<file path="src/rtl/fps_pkg.sv">
// Shared types and constants for the footswitch preset selector.
`default_nettype none

package fps_pkg;

  // Control state, one-hot
  typedef enum logic [2:0] {
    ST_IDLE  = 3'b001,
    ST_WAIT1 = 3'b010,
    ST_WAIT2 = 3'b100
  } ctrl_state_e;

  // Configuration register indexes
  localparam logic [1:0] REG_MODE_SELECT   = 2'd0;
  localparam logic [1:0] REG_RELEASE_TICKS = 2'd1;
  localparam logic [1:0] REG_PROGRAM_LIMIT = 2'd2;
  localparam logic [1:0] REG_BANK_LIMIT    = 2'd3;

  // Mode codes
  localparam logic MODE_DUAL = 1'b0;
  localparam logic MODE_QUAD = 1'b1;

  // Banked-mode chords
  localparam logic [3:0] CHORD_BANK_DOWN = 4'h3;
  localparam logic [3:0] CHORD_BANK_UP   = 4'hC;

  // Reset values of the configuration
  localparam logic [7:0] RELEASE_TICKS_RST = 8'd5;
  localparam logic [6:0] PROGRAM_LIMIT_RST = 7'd20;
  localparam logic [4:0] BANK_LIMIT_RST    = 5'd5;

  localparam logic [7:0] COUNT_MAX = 8'hFF;

  typedef struct packed {
    logic       mode_select;
    logic [7:0] release_ticks;
    logic [6:0] program_limit;
    logic [4:0] bank_limit;
  } cfg_t;

  typedef struct packed {
    ctrl_state_e ctrl;
    logic [7:0]  release_count;
    logic [6:0]  current_program;
    logic [4:0]  bank_num;
    logic [3:0]  pending_mask;
  } sel_state_t;

endpackage

`default_nettype wire

</file>
<file path="src/rtl/fps_step.sv">
// Next-state and result logic for one switch sample.
`default_nettype none

module fps_step (
  input  var fps_pkg::cfg_t       cfg_i,
  input  var fps_pkg::sel_state_t state_i,
  input  wire logic [3:0]         pressed_i,
  output fps_pkg::sel_state_t     state_o,
  output logic                    emit_o,
  output logic [6:0]              program_o
);

  logic       released;
  logic [7:0] count_inc;

  // Released test for the switch being waited on in dual mode
  always_comb begin
    released = 1'b0;
    case (state_i.ctrl)
      fps_pkg::ST_WAIT1: released = ~pressed_i[0];
      fps_pkg::ST_WAIT2: released = ~pressed_i[1];
      default:           released = 1'b0;
    endcase
  end

  // Saturating release counter
  assign count_inc = (state_i.release_count == fps_pkg::COUNT_MAX) ?
                     state_i.release_count : state_i.release_count + 8'd1;

  always_comb begin
    state_o   = state_i;
    emit_o    = 1'b0;
    program_o = state_i.current_program;

    if (cfg_i.mode_select == fps_pkg::MODE_DUAL) begin
      if (state_i.ctrl != fps_pkg::ST_IDLE) begin
        // waiting for the switch to stay released
        if (released) begin
          state_o.release_count = count_inc;
          if (count_inc >= cfg_i.release_ticks) begin
            state_o.ctrl = fps_pkg::ST_IDLE;
          end
        end else begin
          state_o.release_count = '0;
        end
      end else if (pressed_i[0]) begin
        // step down, switch 1 wins over switch 2
        if (state_i.current_program != 7'd0) begin
          state_o.current_program = state_i.current_program - 7'd1;
          program_o               = state_i.current_program - 7'd1;
          emit_o                  = 1'b1;
        end
        state_o.release_count = '0;
        state_o.ctrl          = fps_pkg::ST_WAIT1;
      end else if (pressed_i[1]) begin
        // step up while below the limit
        if (state_i.current_program < cfg_i.program_limit) begin
          state_o.current_program = state_i.current_program + 7'd1;
          program_o               = state_i.current_program + 7'd1;
          emit_o                  = 1'b1;
        end
        state_o.release_count = '0;
        state_o.ctrl          = fps_pkg::ST_WAIT2;
      end
    end else begin
      if (state_i.ctrl != fps_pkg::ST_IDLE) begin
        // banked wait ends once everything is released
        if (pressed_i == 4'd0) begin
          state_o.ctrl         = fps_pkg::ST_IDLE;
          state_o.pending_mask = '0;
        end
      end else if (pressed_i != 4'd0) begin
        if (pressed_i == fps_pkg::CHORD_BANK_DOWN) begin
          if (state_i.bank_num != 5'd0) begin
            state_o.bank_num = state_i.bank_num - 5'd1;
          end
          state_o.ctrl = fps_pkg::ST_WAIT1;
        end else if (pressed_i == fps_pkg::CHORD_BANK_UP) begin
          if (state_i.bank_num < cfg_i.bank_limit) begin
            state_o.bank_num = state_i.bank_num + 5'd1;
          end
          state_o.ctrl = fps_pkg::ST_WAIT1;
        end else begin
          state_o.pending_mask = pressed_i;
        end
      end else if (state_i.pending_mask != 4'd0) begin
        // all released: bank * 4 plus lowest pressed switch
        emit_o = 1'b1;
        if (state_i.pending_mask[0]) begin
          program_o = {state_i.bank_num, 2'd0};
        end else if (state_i.pending_mask[1]) begin
          program_o = {state_i.bank_num, 2'd1};
        end else if (state_i.pending_mask[2]) begin
          program_o = {state_i.bank_num, 2'd2};
        end else begin
          program_o = {state_i.bank_num, 2'd3};
        end
        state_o.pending_mask = '0;
      end
    end
  end

endmodule

`default_nettype wire

</file>
<file path="src/rtl/footswitch_preset_selector.sv">
// Top level of the footswitch preset selector: stream ports, registers, config.
//
// One switch sample per word on the input stream; each sample is taken into an
// input register and processed by the next-state logic once the output slot is
// free, and any program-change number lands in an output register. A new word
// can be accepted every cycle (1 word per clock sustained) while the output is
// not stalled; the rate is set by the single registered state update per
// sample. Most samples give no result word. The configuration port writes
// registers 0..3 (mode, release ticks, program limit, bank limit) and should
// only be used while the block is idle.
`default_nettype none

module footswitch_preset_selector (
  input  wire logic       clk_i,
  input  wire logic       rst_ni,
  // Input stream
  input  wire logic       s_axis_tvalid_i,
  output logic            s_axis_tready_o,
  input  wire logic [7:0] s_axis_tdata_i,   // [3:0] switch_levels, [7:4] zero
  // Output stream
  output logic            m_axis_tvalid_o,
  input  wire logic       m_axis_tready_i,
  output logic [7:0]      m_axis_tdata_o,   // [6:0] program_number, [7] zero
  // Configuration write port
  input  wire logic       cfg_we_i,
  input  wire logic [1:0] cfg_addr_i,
  input  wire logic [7:0] cfg_wdata_i
);

  fps_pkg::cfg_t       cfg_q;
  fps_pkg::sel_state_t state_q, state_d;
  logic                in_valid_q;
  logic [3:0]          pressed_q;
  logic                out_valid_q;
  logic [6:0]          out_prog_q;
  logic                out_free;
  logic                process;
  logic                emit;
  logic [6:0]          prog;

  // Handshake: a held sample is processed whenever the output slot can take it
  assign out_free        = ~out_valid_q | m_axis_tready_i;
  assign process         = in_valid_q & out_free;
  assign s_axis_tready_o = ~in_valid_q | process;

  // Configuration registers
  always_ff @(posedge clk_i or negedge rst_ni) begin
    if (!rst_ni) begin
      cfg_q.mode_select   <= fps_pkg::MODE_DUAL;
      cfg_q.release_ticks <= fps_pkg::RELEASE_TICKS_RST;
      cfg_q.program_limit <= fps_pkg::PROGRAM_LIMIT_RST;
      cfg_q.bank_limit    <= fps_pkg::BANK_LIMIT_RST;
    end else if (cfg_we_i) begin
      case (cfg_addr_i)
        fps_pkg::REG_MODE_SELECT:   cfg_q.mode_select   <= cfg_wdata_i[0];
        fps_pkg::REG_RELEASE_TICKS: cfg_q.release_ticks <= cfg_wdata_i;
        fps_pkg::REG_PROGRAM_LIMIT: cfg_q.program_limit <= cfg_wdata_i[6:0];
        fps_pkg::REG_BANK_LIMIT:    cfg_q.bank_limit    <= cfg_wdata_i[4:0];
        default: ;
      endcase
    end
  end

  // Input register, stores the active-high pressed mask
  always_ff @(posedge clk_i or negedge rst_ni) begin
    if (!rst_ni) begin
      in_valid_q <= 1'b0;
    end else if (s_axis_tready_o) begin
      in_valid_q <= s_axis_tvalid_i;
    end
  end

  always_ff @(posedge clk_i) begin
    if (s_axis_tvalid_i && s_axis_tready_o) begin
      pressed_q <= ~s_axis_tdata_i[3:0];
    end
  end

  fps_step u_step (
    .cfg_i     (cfg_q),
    .state_i   (state_q),
    .pressed_i (pressed_q),
    .state_o   (state_d),
    .emit_o    (emit),
    .program_o (prog)
  );

  // Selector state
  always_ff @(posedge clk_i or negedge rst_ni) begin
    if (!rst_ni) begin
      state_q.ctrl            <= fps_pkg::ST_IDLE;
      state_q.release_count   <= '0;
      state_q.current_program <= '0;
      state_q.bank_num        <= '0;
      state_q.pending_mask    <= '0;
    end else if (process) begin
      state_q <= state_d;
    end
  end

  // Output register
  always_ff @(posedge clk_i or negedge rst_ni) begin
    if (!rst_ni) begin
      out_valid_q <= 1'b0;
    end else if (out_free) begin
      out_valid_q <= process & emit;
    end
  end

  always_ff @(posedge clk_i) begin
    if (process && emit) begin
      out_prog_q <= prog;
    end
  end

  assign m_axis_tvalid_o = out_valid_q;
  assign m_axis_tdata_o  = {1'b0, out_prog_q};

endmodule

`default_nettype wire

</file>
<file path="config.mk">
export PLATFORM = sky130hd
export DESIGN_NAME = footswitch_preset_selector
export DESIGN_NICKNAME = d
export VERILOG_FILES = /design/src/rtl/fps_pkg.sv /design/src/rtl/fps_step.sv /design/src/rtl/footswitch_preset_selector.sv
export SDC_FILE = /design/constraint.sdc
export NUM_CORES = 1
export LEC_CHECK = 0
export BUFFER_PORTS_ARGS = -buffer_cell sky130_fd_sc_hd__buf_4
export CAP_MARGIN = 10
export CORE_UTILIZATION = 56
export DETAILED_ROUTE_END_ITERATION = 8
export GPL_TIMING_DRIVEN = 0
export PLACE_DENSITY_LB_ADDON = 0.12
export SLEW_MARGIN = 40
export SYNTH_ARGS = -nofsm -noshare
export SYNTH_HDL_FRONTEND = slang
export SYNTH_HIERARCHICAL = 1
export SYNTH_SLANG_ARGS = --single-unit
</file>
<file path="constraint.sdc">
create_clock -name clk_i -period 4.9 [get_ports clk_i]
set_input_delay 0.735 -clock clk_i [delete_from_list [all_inputs] [get_ports clk_i]]
set_output_delay 0.735 -clock clk_i [all_outputs]
set_load 0.05 [all_outputs]
</file>
==> reports/metrics.yaml <==
outcome:
  status: "finished, final reports clean"
yosys:
  synth_edf_count: 11
  async_reset_ff_share_pct: 82.0
  syn-num-nets: 484
  synthAdderAreaFrac_pct: 6.84
  seq_area_frac_synth_pct: 36.2
  synth_top_family_by_area: "multiplexers"
  ys_types: 73
  synth_ff_type: "dfrtp_1"
  synth_cells: 437
  ys_warn_count: 6
  netlist_area_um2: 4390
  synth_seq_cells: 61
  avgSynthCellArea_um2: 10.0
  synth-xor-area-share_pct: 1.60
  synth_compound_area_share_pct: 16.6
  synth_mux_area_share_pct: 16.8
  yosys.area_share.simple_pct: 15.9
grt:
  grt_use_met1_pct: 36.8
  globalRouteTotalUtil_pct: 27.2
  grt-ovfl-total: 0
  antenna_found_initial: 0
  grt_pass1_wl_mm: 17.4
  grt_pass1_vias: 3482
  grt_max_degree: 51
  met3_usage_pct: 5.56
  busiest_layer: "met2"
  use_met2_pct: 42.9
worst_setup_path:
  cp.required_ns: 4.89
  cp-end-kind: "flop"
  rr_endpoint: "out_prog_q[5]$_DFFE_PP_"
  worstPathMaxFanout: 9
  arrival_ns: 3.03
  reg2reg_depth: 10
  crit_type: "flop to flop"
  r2r-start: "cfg_q[9]$_DFFE_PN1P_"
  worstSetupStartpointType: "flop"
  reg2reg_slack_ns: 1.86
power:
  pwr-share-seq_pct: 38.6
  switching_power_uw: 724
  swShare_pct: 38.8
  pwr-share-comb_pct: 38.8
  finalPower_mw: 1.87
  power_density_nw_per_um2: 381
  max-vdd-ir-drop_mv: 0.179
  power_leakage_nw: 2.21
  p_clk_share_pct: 22.6
  power.internal_mw: 1.14
drt:
  drtAntennaViolNets: 0
  routed_via_density: 6.20
  drcViolationCount: 0
  drt_iter0_drc: 283
  vias: 3591
  routed_wl_mm: 10.4
  routedWlPerCell_um: 18.0
  drtPass1Iterations: 5
final_layout:
  nets: 522
  drive_above_1_share_pct: 26.7
  fillerInstances: 621
  syn_to_final_growth_pct: 11.7
  final-seq-area_um2: 1590
  n_antenna_cell: 0
  multi_input_area_um2: 2540
timing:
  tightest_slew_ns: 0.689
  rsz0062_at_grt: "false"
  max_freq_ghz: 0.329
  finalSetupTns_ns: 0
  period_minus_slack_ns: 3.04
  drv_slew: 0
  setup-violations-final: 0
  slew_headroom_pct: 53.9
  clock-skew-final_ns: 0.00769
  finalCritPeriodShare_pct: 62.1
  hold_viol: 0
placement:
  place.gp.congestion: 0.885
  dpl.hpwl_mm: 7.45
  port_buffers: 27
clock_tree:
  cts.sinks: 61
  postCtsSetupBuffers: 0
  path_clk_slew_ns: 0.08
  htreeDepth: 3
  cts_root_buf: "clkbuf_8"
  cts_tree: "built"
  cts_buffer_depth: 2
  numCtsBuffers: 9
  insertion_delay_ns: 0.35
  hold_buffers: 0
  post_cts_resized: 0
die:
  die_h_um: 90.5
  initial_core_util_pct: 59.2
  rows: 31
  dieArea_um2: 8200
  ios: 33
  die_width_um: 90.5
  core_um2: 7410
min_path:
  hold_path.class: "input pin to async pin"
flow_run:
  maxCapViolCount: 0
[layout by cell type (no fill, tap or decap), drive strengths merged, types with 5 or more instances in the layout]
cell type and instances:
mux2 51, dfrtp 43, buf 39, inv 34, nand2 32, nor2 31
ha 24, a21oi 23, o21ai 20, clkbuf 18, nand3 15, edfxtp 11
mux2i 9, a21o 9, dfstp 7, a22o 7, nor3 7, xnor2 6
a32o 6, nand2b 6, o211ai 5, nor3b 5
[critical path, cell delays in order, from the launching register on]
cell and delay, ns:
dfstp_2 0.53, inv_1 0.04, ha_1 0.29, a211oi_1 0.21
o21ai_1 0.18, a21oi_4 0.32, o21ai_2 0.11, or2_2 0.30
nand2_1 0.09, nand2_1 0.07, nor2_1 0.54
[per-layer routing]
layer,routed length [um],vias to the layer above
li1,-,1681
met2,4800,158
met1,4740,1731
met3,696,21
met5,0,-
met4,210,0
[cell families (layout without fill, tap and decap cells)]
family | count (synthesis) | in the layout
buffers and inverters | 53 | 96
xor gates and xnor gates | 8 | 8
adders and majority gates | 24 | 24
other | 1 | 1
and+or+nand+nor | 126 | 126
muxes | 60 | 60
DFF | 61 | 61
AOI/OAI and AO/OA | 104 | 104
[power by group through the flow]
| stage | logic (mW) | clock network (mW) | registers [mW] |
|---|---|---|---|
| after floorplan | 0.547 | 0 | 0.700 |
| after detailed placement | 0.708 | 0 | 0.727 |
| after global routing | 0.793 | 0.460 | 0.731 |
| after global placement | 0.690 | 0 | 0.723 |
| final | 0.726 | 0.421 | 0.721 |
| after CTS | 0.714 | 0.434 | 0.717 |
[final cells by class]
cell class / instances / area share, %
multi-input combinational: 323 / 51.9
sequential: 61 / 32.4
timing repair buffer: 27 / 4.14
clock buffer: 10 / 2.81
buffer: 20 / 2.68
inverter: 33 / 2.53
tap: 99 / 2.53
clock inverter: 6 / 0.970
[synthesized netlist by cell type (6+ instances only)]
master / number / area, um2
nor3_1: 6 / 30.0
clkbuf_1: 8 / 30.0
nor2_1: 30 / 113
a21oi_1: 22 / 110
mux2_4: 20 / 300
inv_1: 33 / 124
a22o_1: 7 / 61.3
nand2_1: 31 / 116
edfxtp_1: 11 / 330
mux2_2: 31 / 349
a21o_1: 8 / 60.1
a32o_1: 6 / 60.1
xnor2_1: 6 / 52.6
nand3_1: 15 / 75.1
dfrtp_1: 43 / 1080
dfstp_2: 7 / 184
ha_1: 24 / 300
mux2i_1: 9 / 90.1
o21ai_0: 18 / 90.1
[worst max-delay path by stage]
stage	cells after the start	from	slack, ns	endpoint
6_report	10	cfg_q[9]$_DFFE_PN1P_	1.86	out_prog_q[5]$_DFFE_PP_
5_1_grt	10	cfg_q[9]$_DFFE_PN1P_	1.69	out_prog_q[5]$_DFFE_PP_
4_1_cts	10	cfg_q[9]$_DFFE_PN1P_	1.85	out_prog_q[4]$_DFFE_PP_
3_5_place_dp	10	cfg_q[9]$_DFFE_PN1P_	1.89	out_prog_q[4]$_DFFE_PP_
3_3_place_gp	10	cfg_q[9]$_DFFE_PN1P_	1.97	out_prog_q[2]$_DFFE_PP_
2_1_floorplan	10	cfg_q[9]$_DFFE_PN1P_	2.32	out_prog_q[0]$_DFFE_PP_
[flip-flops by register name (all words and copies together) (netlist names)]
signal	count
in_valid_q	1
state_q	27
cfg_q	21
m_axis_tvalid_o	1
pressed_q	4
out_prog_q	7
[through the flow]
stage                     cell area, um2  worst slack (ns)  hold slack, ns  instances  utilization (%)
final                               4900              1.86           0.419        579             66.2
after global routing                4900              1.69           0.467        579             66.2
after CTS                           4900              1.85           0.439        579             66.2
after detailed placement            4720              1.89           0.488        563             63.7
after global placement              4720              1.97           0.482        563             63.7
after floorplan                     4390              2.32           0.439        437                -
(Power assumes the default switching activity.)
